**src/sv/rllt_pkg.sv**
```systemverilog
package rllt_pkg;

    // field widths
    localparam int LINE_W  = 8;
    localparam int COUNT_W = 8;
    localparam int INDEX_W = 16;

    // largest count one run may hold
    localparam logic [COUNT_W-1:0] COUNT_MAX = 8'hff;

    // item kinds carried in the input tuser
    localparam logic MODE_RECORD = 1'b0;
    localparam logic MODE_QUERY  = 1'b1;

    // result status codes
    typedef enum logic [1:0] {
        ST_OK         = 2'd0,
        ST_TABLE_FULL = 2'd1,
        ST_COUNT_FULL = 2'd2,
        ST_PAST_END   = 2'd3
    } status_t;

    // sequencer states
    typedef enum logic [2:0] {
        S_IDLE,
        S_RECORD,
        S_READ,
        S_ACC,
        S_DONE
    } state_t;

endpackage

```
**src/sv/run_length_line_table_top.sv**
```systemverilog
// Run-length table of source line numbers. A record transaction (tuser = 0)
// appends one byte with the given line unless the table or the newest run's
// count is full: a line above the newest run's line, or the first record,
// opens a run; any other line adds one to the newest run's count. A query
// transaction (tuser = 1) returns the line of the byte at the given index.
// One item is handled at a time and every item gives exactly one result. A
// record updates the table in S_RECORD, then passes its result on in S_DONE.
// A query walks the stored runs in turn (S_READ, then S_ACC) until the sum
// passes the index or the runs run out, then passes its result on in S_DONE:
// the runs are read one after another from a table with a registered read,
// and one accumulator adds each count and compares the sum with the index.
// The result sits in an output register, so the next item can be taken while
// it waits; a finished item waits as long as that register is still held by
// the receiver. No clearing pass is needed after reset: only runs below the
// run count are ever read.
module run_length_line_table_top
    import rllt_pkg::*;
#(
    parameter int MAX_RUNS = 256
)
(
    input  logic        clk,
    input  logic        rst_n,
    input  logic        s_axis_tvalid,
    output logic        s_axis_tready,
    input  logic [23:0] s_axis_tdata,   // line [7:0], index [23:8]
    input  logic        s_axis_tuser,   // mode [0]
    output logic        m_axis_tvalid,
    input  logic        m_axis_tready,
    output logic [7:0]  m_axis_tdata,   // found_line [7:0]
    output logic [1:0]  m_axis_tuser    // status [1:0]
);

    localparam int AW    = (MAX_RUNS > 1) ? $clog2(MAX_RUNS) : 1;
    localparam int RU_W  = $clog2(MAX_RUNS + 1);
    localparam int SUM_W = $clog2(MAX_RUNS * 255 + 1);
    localparam int CMP_W = (SUM_W > INDEX_W) ? SUM_W : INDEX_W;
    localparam int ENT_W = LINE_W + COUNT_W;

    // control state
    state_t                state_reg, state_next;
    logic [RU_W-1:0]       runs_used_reg, runs_used_next;
    logic [LINE_W-1:0]     last_line_reg, last_line_next;
    logic [COUNT_W-1:0]    top_count_reg, top_count_next;
    logic [AW-1:0]         walk_idx_reg, walk_idx_next;
    logic [SUM_W-1:0]      sum_reg, sum_next;
    logic                  m_valid_reg, m_valid_next;

    // payload state
    logic [LINE_W-1:0]     line_in_reg, line_in_next;
    logic [INDEX_W-1:0]    index_in_reg, index_in_next;
    logic [LINE_W-1:0]     res_found_reg, res_found_next;
    status_t               res_status_reg, res_status_next;
    logic [LINE_W-1:0]     m_found_reg, m_found_next;
    status_t               m_status_reg, m_status_next;

    // run table: line in the upper byte, count in the lower byte
    logic [ENT_W-1:0]      run_mem [MAX_RUNS];
    logic [ENT_W-1:0]      rd_data_reg;
    logic                  wr_en;
    logic [AW-1:0]         wr_addr;
    logic [ENT_W-1:0]      wr_data;

    logic                  out_free;
    logic                  opens_run;
    logic [RU_W-1:0]       top_idx;
    logic [SUM_W-1:0]      acc_sum;
    logic                  acc_hit;
    logic                  walk_last;

    assign s_axis_tready = (state_reg == S_IDLE);
    assign m_axis_tvalid = m_valid_reg;
    assign m_axis_tdata  = m_found_reg;
    assign m_axis_tuser  = m_status_reg;

    assign out_free  = !m_valid_reg || m_axis_tready;
    assign opens_run = (runs_used_reg == '0) || (line_in_reg > last_line_reg);
    assign top_idx   = runs_used_reg - RU_W'(1);

    // shared accumulator and compare
    assign acc_sum   = sum_reg + SUM_W'(rd_data_reg[COUNT_W-1:0]);
    assign acc_hit   = CMP_W'(index_in_reg) < CMP_W'(acc_sum);
    assign walk_last = (RU_W'(walk_idx_reg) + RU_W'(1)) == runs_used_reg;

    // sequencer
    always_comb
    begin
        state_next      = state_reg;
        runs_used_next  = runs_used_reg;
        last_line_next  = last_line_reg;
        top_count_next  = top_count_reg;
        walk_idx_next   = walk_idx_reg;
        sum_next        = sum_reg;
        m_valid_next    = m_valid_reg;
        line_in_next    = line_in_reg;
        index_in_next   = index_in_reg;
        res_found_next  = res_found_reg;
        res_status_next = res_status_reg;
        m_found_next    = m_found_reg;
        m_status_next   = m_status_reg;
        wr_en           = 1'b0;
        wr_addr         = runs_used_reg[AW-1:0];
        wr_data         = {line_in_reg, COUNT_W'(1)};

        // output register drains independently
        if (m_valid_reg && m_axis_tready)
        begin
            m_valid_next = 1'b0;
        end

        case (state_reg)
            S_IDLE:
            begin
                if (s_axis_tvalid)
                begin
                    line_in_next  = s_axis_tdata[LINE_W-1:0];
                    index_in_next = s_axis_tdata[LINE_W +: INDEX_W];
                    res_found_next = '0;
                    if (s_axis_tuser == MODE_RECORD)
                    begin
                        state_next = S_RECORD;
                    end
                    else if (runs_used_reg == '0)
                    begin
                        res_status_next = ST_PAST_END;
                        state_next      = S_DONE;
                    end
                    else
                    begin
                        walk_idx_next = '0;
                        sum_next      = '0;
                        state_next    = S_READ;
                    end
                end
            end

            S_RECORD:
            begin
                res_status_next = ST_OK;
                if (opens_run)
                begin
                    if (runs_used_reg == RU_W'(MAX_RUNS))
                    begin
                        res_status_next = ST_TABLE_FULL;
                    end
                    else
                    begin
                        wr_en          = 1'b1;
                        wr_addr        = runs_used_reg[AW-1:0];
                        wr_data        = {line_in_reg, COUNT_W'(1)};
                        runs_used_next = runs_used_reg + RU_W'(1);
                        last_line_next = line_in_reg;
                        top_count_next = COUNT_W'(1);
                    end
                end
                else if (top_count_reg == COUNT_MAX)
                begin
                    res_status_next = ST_COUNT_FULL;
                end
                else
                begin
                    wr_en          = 1'b1;
                    wr_addr        = top_idx[AW-1:0];
                    wr_data        = {last_line_reg, top_count_reg + COUNT_W'(1)};
                    top_count_next = top_count_reg + COUNT_W'(1);
                end
                state_next = S_DONE;
            end

            // table read of the current run is in flight
            S_READ:
            begin
                state_next = S_ACC;
            end

            S_ACC:
            begin
                sum_next = acc_sum;
                if (acc_hit)
                begin
                    res_found_next  = rd_data_reg[ENT_W-1 -: LINE_W];
                    res_status_next = ST_OK;
                    state_next      = S_DONE;
                end
                else if (walk_last)
                begin
                    res_status_next = ST_PAST_END;
                    state_next      = S_DONE;
                end
                else
                begin
                    walk_idx_next = walk_idx_reg + AW'(1);
                    state_next    = S_READ;
                end
            end

            S_DONE:
            begin
                if (out_free)
                begin
                    m_valid_next  = 1'b1;
                    m_found_next  = res_found_reg;
                    m_status_next = res_status_reg;
                    state_next    = S_IDLE;
                end
            end

            default:
            begin
                state_next = S_IDLE;
            end
        endcase
    end

    // control registers
    always_ff @(posedge clk or negedge rst_n)
    begin
        if (!rst_n)
        begin
            state_reg     <= S_IDLE;
            runs_used_reg <= '0;
            last_line_reg <= '0;
            walk_idx_reg  <= '0;
            sum_reg       <= '0;
            m_valid_reg   <= 1'b0;
        end
        else
        begin
            state_reg     <= state_next;
            runs_used_reg <= runs_used_next;
            last_line_reg <= last_line_next;
            walk_idx_reg  <= walk_idx_next;
            sum_reg       <= sum_next;
            m_valid_reg   <= m_valid_next;
        end
    end

    // payload registers
    always_ff @(posedge clk)
    begin
        top_count_reg  <= top_count_next;
        line_in_reg    <= line_in_next;
        index_in_reg   <= index_in_next;
        res_found_reg  <= res_found_next;
        res_status_reg <= res_status_next;
        m_found_reg    <= m_found_next;
        m_status_reg   <= m_status_next;
    end

    // run table write and registered read
    always_ff @(posedge clk)
    begin
        if (wr_en)
        begin
            run_mem[wr_addr] <= wr_data;
        end
        rd_data_reg <= run_mem[walk_idx_reg];
    end

endmodule

```
**config.mk**
```make
export PLATFORM = sky130hd
export DESIGN_NAME = run_length_line_table_top
export DESIGN_NICKNAME = d
export VERILOG_FILES = /design/src/sv/rllt_pkg.sv /design/src/sv/run_length_line_table_top.sv
export SDC_FILE = /design/constraint.sdc
export NUM_CORES = 2
export LEC_CHECK = 0
export BUFFER_PORTS_ARGS = -buffer_cell sky130_fd_sc_hd__buf_2
export CORE_MARGIN = 2
export CORE_UTILIZATION = 40
export CTS_CLUSTER_SIZE = 10
export DETAILED_ROUTE_END_ITERATION = 8
export HOLD_SLACK_MARGIN = 0.1
export PLACE_DENSITY = 0.56
export SETUP_SLACK_MARGIN = 0.4
export SLEW_MARGIN = 25
export SYNTH_ARGS = -nofsm -noshare
export SYNTH_HDL_FRONTEND = slang
export SYNTH_SLANG_ARGS = --single-unit
```
**constraint.sdc**
```tcl
create_clock -name clk -period 18.4 [get_ports clk]
set_input_delay 3.68 -clock clk [delete_from_list [all_inputs] [get_ports clk]]
set_output_delay 3.68 -clock clk [all_outputs]
set_load 0.005 [all_outputs]
```
# Word level (Yosys, flattened, before mapping)
# Memories as Yosys holds them, arrays and structs flattened. A register that Yosys moved wholly into a read port is not among the register bits.
# Cells that the tools add are included.
dict set report totals {
  reg_bits 97
  input_bits 29
  mem_bits_rw 4096
  out_inout_bits 12
  latchBits 0
  rom_bits 0
  mem_count 1
  wordCells 105
}
# memory words width read_ports rd_clocked_by_memory_dff write_ports line_no
set mem_list {}
lappend mem_list {run_mem 256 16 1 1 1 run_length_line_table_top.sv:58} ;# logic [ENT_W-1:0] run_mem [MAX_RUNS];
dict set report classes {
  n_mul 0
  magnitude_cmp 2
  shift 0
  eq_ne 18
  muxes 47
  reduce_logical 17
  div_mod_pow 0
  add_sub_neg 6
  bitwise 1
}
# op n
set ops {}
lappend ops {{2-to-1 mux 8 bit} 13}
lappend ops {{2-to-1 mux 16 bit} 6}
lappend ops {{case mux 16 bit (2 select lines)} 1}
lappend ops {{case mux 8 bit (2 select lines)} 2}
lappend ops {{2-to-1 mux 3 bit} 6}
lappend ops {{adder 16 x 8 -> 16 bit} 1}
lappend ops {{adder 8 x 1 -> 8 bit, second input constant} 2}
lappend ops {{< comparator 16 bit} 1}
lappend ops {{inequality test 2 bit, second input constant} 8}
lappend ops {{case mux 3 bit (5 select lines)} 1}
lappend ops {{2-to-1 mux 2 bit} 7}
lappend ops {{2-to-1 mux 1 bit} 10}
lappend ops {{adder 8 x 1 -> 9 bit, second input constant} 1}
lappend ops {{adder 9 x 1 -> 9 bit, second input constant} 1}
lappend ops {{== test 9 bit} 1}
lappend ops {{== test 9 bit, second input constant} 1}
lappend ops {{zero test 9 bit} 1}
lappend ops {{AND reduction 3 bit} 3}
lappend ops {{== test 8 bit, second input constant} 1}
lappend ops {{greater-than comparator 8 bit} 1}
lappend ops {{subtractor 8 x 1 -> 8 bit, second input constant} 1}
lappend ops {{== test 3 x 2 -> 1 bit, second input constant} 2}
lappend ops {{case mux 2 bit (3 select lines)} 1}
lappend ops {{AND reduction 2 bit} 3}
lappend ops {{other kinds (14)} 16}

# Logic depth before layout (Yosys ltp)
dict set report logic_depth {
  depth_word 6
  ltp_mapped 19
  mapped_depth_nobuf 17
}

# Worst setup path before layout
# OpenSTA, ideal clock, no wires.
dict set report synth_path {
  kind {register to register}
  start {register runs_used_reg[0]}
  end {memory run_mem[0][10] (netlist name), data pin}
  path_slack_ns 4.007
  path_stages_with_launch 12
  n_path_buf 4
  required_time_ns 16.212
  period_less_slack_ns 14.393
  t_arrival_ns 12.205
  path_cell_list {dfrtp_1 clkinv_1 ha_1 buf_2 nor3b_1 nand4b_4 o21a_1 buf_4 nand3_2 clkbuf_1 clkbuf_1 o21ai_0}
}
dict set report synth_via {
  elab_chain_cells 4
}
# item line_no
set synth_rtl {}
lappend synth_rtl {{start, declared} run_length_line_table_top.sv:42} ;# logic [RU_W-1:0] runs_used_reg, runs_used_next;
lappend synth_rtl {{start signal, assigned} run_length_line_table_top.sv:230} ;# runs_used_reg <= runs_used_next;
lappend synth_rtl {{zero test 9 bit} run_length_line_table_top.sv:77} ;# assign opens_run = (runs_used_reg == '0) || (line_in_reg > last_line_reg);
lappend synth_rtl {{logical OR 1 bit} run_length_line_table_top.sv:77}
lappend synth_rtl {{2-to-1 mux 16 bit} run_length_line_table_top.sv:140} ;# if (opens_run)
lappend synth_rtl {{2-to-1 mux 16 bit} run_length_line_table_top.sv:111} ;# case (state_reg)
lappend synth_rtl {{via wr_data[10]} run_length_line_table_top.sv:62} ;# logic [ENT_W-1:0] wr_data;
lappend synth_rtl {{end, declared} run_length_line_table_top.sv:58}
# The timed path passes the listed nets, and every way through them passes these cells.

==> out/metrics.csv <==
metric,value,unit
cts_buffer_depth,4,
fp.dieH,644,um
grt.overflow.total,0,
synth_flop_cell,edfxtp_1,
p_int,18.1,mW
largest_register,run_mem,
fmax,155,MHz
grt_pass1_wl,687000,um
finalCritPeriodShare,35.2,%
io_pins,41,
p_comb_share,27.4,%
hold_buffers,0,
dieArea,0.415,mm2
post-route-util,45.8,%
via_per_inst,6.11,
cts-root-buf,clkbuf_16,
cp_max_fo,70,
syn_nets,8068,
cts_tree,yes,
clock_power_share,30.3,%
rows,235,
drive_gt1_share,24.9,%
synth_seq_cells,4209,
p_leak,56.8,nW
hold_path_class,register to register,
final.min_clock_period,6.47,ns
numCtsBuffers,466,
swShare,33.0,%
routed_wl,500000,um
track_usage,23.6,%
vias,86300,
crit_buf_inv,5,
portBuffers,40,
rsz0062_at_grt,no,
synth_edf_count,4148,
cpPeakStageDelay,0.93,ns
fin_skew,0.0610,ns
worstSetupPathType,register to register,
layout_commonest_cell,edfxtp_1,
yosysSeqAreaShare,76.9,%
status,finished clean,
route.detailed.drc,0,
critPathTopFamily,buffers and inverters,
crit_chain,buf_12 > buf_4 > buf_4 > buf_4 > buf_4 > mux4_2 > a22oi_1 > a21oi_1 > or4_1 > o311ai_1 > o31ai_1,
synthDistinctLibCells,90,
layout-area-overhead-vs-synth,14.2,%
synth_warnings,0,
cts.repair.resized,0,
startpoint_type,register,
ys_async_sr_fraction,1.07,%
final_antenna_net_count,0,
largest_reg_flops,4096,
detail_route.first_pass.iterations,6,
peakVddDrop,141,uV
grt_antenna_before_repair,27,
start_util,40.1,%
slew_violations,0,
grt_pass1_vias,84900,
cts_num_sinks,4209,
nets,8554,
clk_pin_slew,0.06,ns
register_area,0.126,mm2
insertion_delay,1.01,ns
layout_common_cells,"edfxtp_1 (4148), mux4_2 (767), mux2i_1 (572)",
cpMostUsedCell,buf_4,
fin_ws,11.93,ns
synthCells,8003,
cp.arrival,7.31,ns
end_kind,register,
avgSynthCellArea,20.5,um2
max_cap_viol_count,0,
fillerInstances,34000,
die_x,644,um
fin_hold_ws,0.422,ns
post_cts_buffers,0,
crit_slowest_cell,dfrtp_4,
pwr-share-seq,42.3,%
worst_ep_required_time,19.23,ns
power_density,145,mW/mm2
tns,0,ns
tightest_slew,1.22,ns
gp_congestion,0.897,
drtIter0Drc,11500,
wl_per_cell,35.3,um
dp_slack,11.43,ns
finalSetupViolCount,0,
grt_max_degree,194,
hold_viol,0,
multi_input_area,0.0373,mm2
syn_area,0.164,mm2
relSlewSlack,18.6,%
switching_power,8.95,mW
dpl.hpwl,305000,um
htree_levels,5,
coreArea,0.409,mm2
## power groups by stage
stage / logic (mW) / registers [mW] / clock network [mW]
2_1_floorplan: 4.02 / 11.9 / 0
3_3_place_gp: 7.15 / 11.7 / 0
3_5_place_dp: 7.33 / 11.7 / 0
4_1_cts: 7.35 / 11.5 / 8.32
5_1_grt: 7.70 / 11.5 / 8.69
6_report: 7.41 / 11.5 / 8.21
## kinds of logic after synthesis
| logic type | Yosys count | synth area share, % |
|---|---|---|
| xor gates and xnor gates | 40 | 0.222 |
| muxes | 1365 | 14.2 |
| DFF | 4209 | 76.9 |
| and+or+nand+nor | 841 | 2.52 |
| adders and majority gates | 36 | 0.279 |
| AOI/OAI and AO/OA | 1002 | 4.35 |
| buffers and inverters | 510 | 1.54 |
## per-stage QoR
stage | instance area (um2) | std cells | total power, mW
floorplan | 164000 | 8003 | 15.9
global placement | 173000 | 13500 | 18.8
detailed placement | 174000 | 13500 | 19.0
CTS | 187000 | 14100 | 27.1
global route | 187000 | 14100 | 27.9
finish | 187000 | 14100 | 27.1
## final cells by class
class                      instances  share of cell area [%]
sequential                      4209                    67.3
antenna                           13                  0.0174
clock inverter                    31                   0.245
inverter                          29                  0.0615
multi-input combinational       3284                    19.9
tap                             5451                    3.64
clock buffer                     617                    6.60
timing repair buffer             499                    2.16
## layer usage
metal	GRT usage, %	wire length [um]	vias up	share of wire [%]
li1	-	-	34500	-
met1	32.9	202000	46600	40
met2	36.6	231000	4364	46
met3	5.53	47900	840	9.6
met4	8.14	19100	18	3.8
met5	0	128	-	0.026
## Yosys cell counts (all sizes together) (11+ instances only)
| cell | instances | area [um2] |
|---|---|---|
| o22ai | 20 | 125 |
| xnor2 | 25 | 219 |
| a221oi | 152 | 1330 |
| ha | 35 | 438 |
| a221o | 38 | 380 |
| inv | 25 | 93.8 |
| nor4 | 47 | 309 |
| and3 | 17 | 106 |
| a22oi | 247 | 1850 |
| xor2 | 14 | 123 |
| o31ai | 38 | 304 |
| clkbuf | 214 | 803 |
| mux4 | 767 | 17300 |
| dfxtp | 16 | 320 |
| o211ai | 19 | 143 |
| o21ai | 152 | 764 |
| nor2b | 15 | 93.8 |
| mux2 | 25 | 282 |
| nand2 | 165 | 619 |
| a22o | 21 | 184 |
| edfxtp | 4148 | 125000 |
| a31oi | 14 | 87.6 |
| nand3 | 95 | 510 |
| o221ai | 11 | 96.3 |
| nor3 | 196 | 996 |
| nor2 | 205 | 780 |
| nand4 | 38 | 250 |
| a211oi | 27 | 208 |
| dfrtp | 45 | 1130 |
| a21oi | 187 | 936 |
| buf | 267 | 1610 |
| nand2b | 13 | 81.3 |
| mux2i | 573 | 5750 |
## worst paths after layout
path                              startpoint              end  slack, ns  depth (start not counted)
setup / recovery             walk_idx_reg[0]  rd_data_reg[11]      11.93                         11
hold / removal             res_status_reg[1]  m_axis_tuser[1]       0.42                          0
setup reg to reg             walk_idx_reg[0]  rd_data_reg[11]      11.93                         11
hold reg to reg            res_status_reg[1]  m_axis_tuser[1]       0.42                          0
max in group asynchronous              rst_n  walk_idx_reg[0]      15.00                          2
min in group asynchronous              rst_n       sum_reg[1]       2.79                          2
No activity file was read; power rests on OpenSTA's default activity.
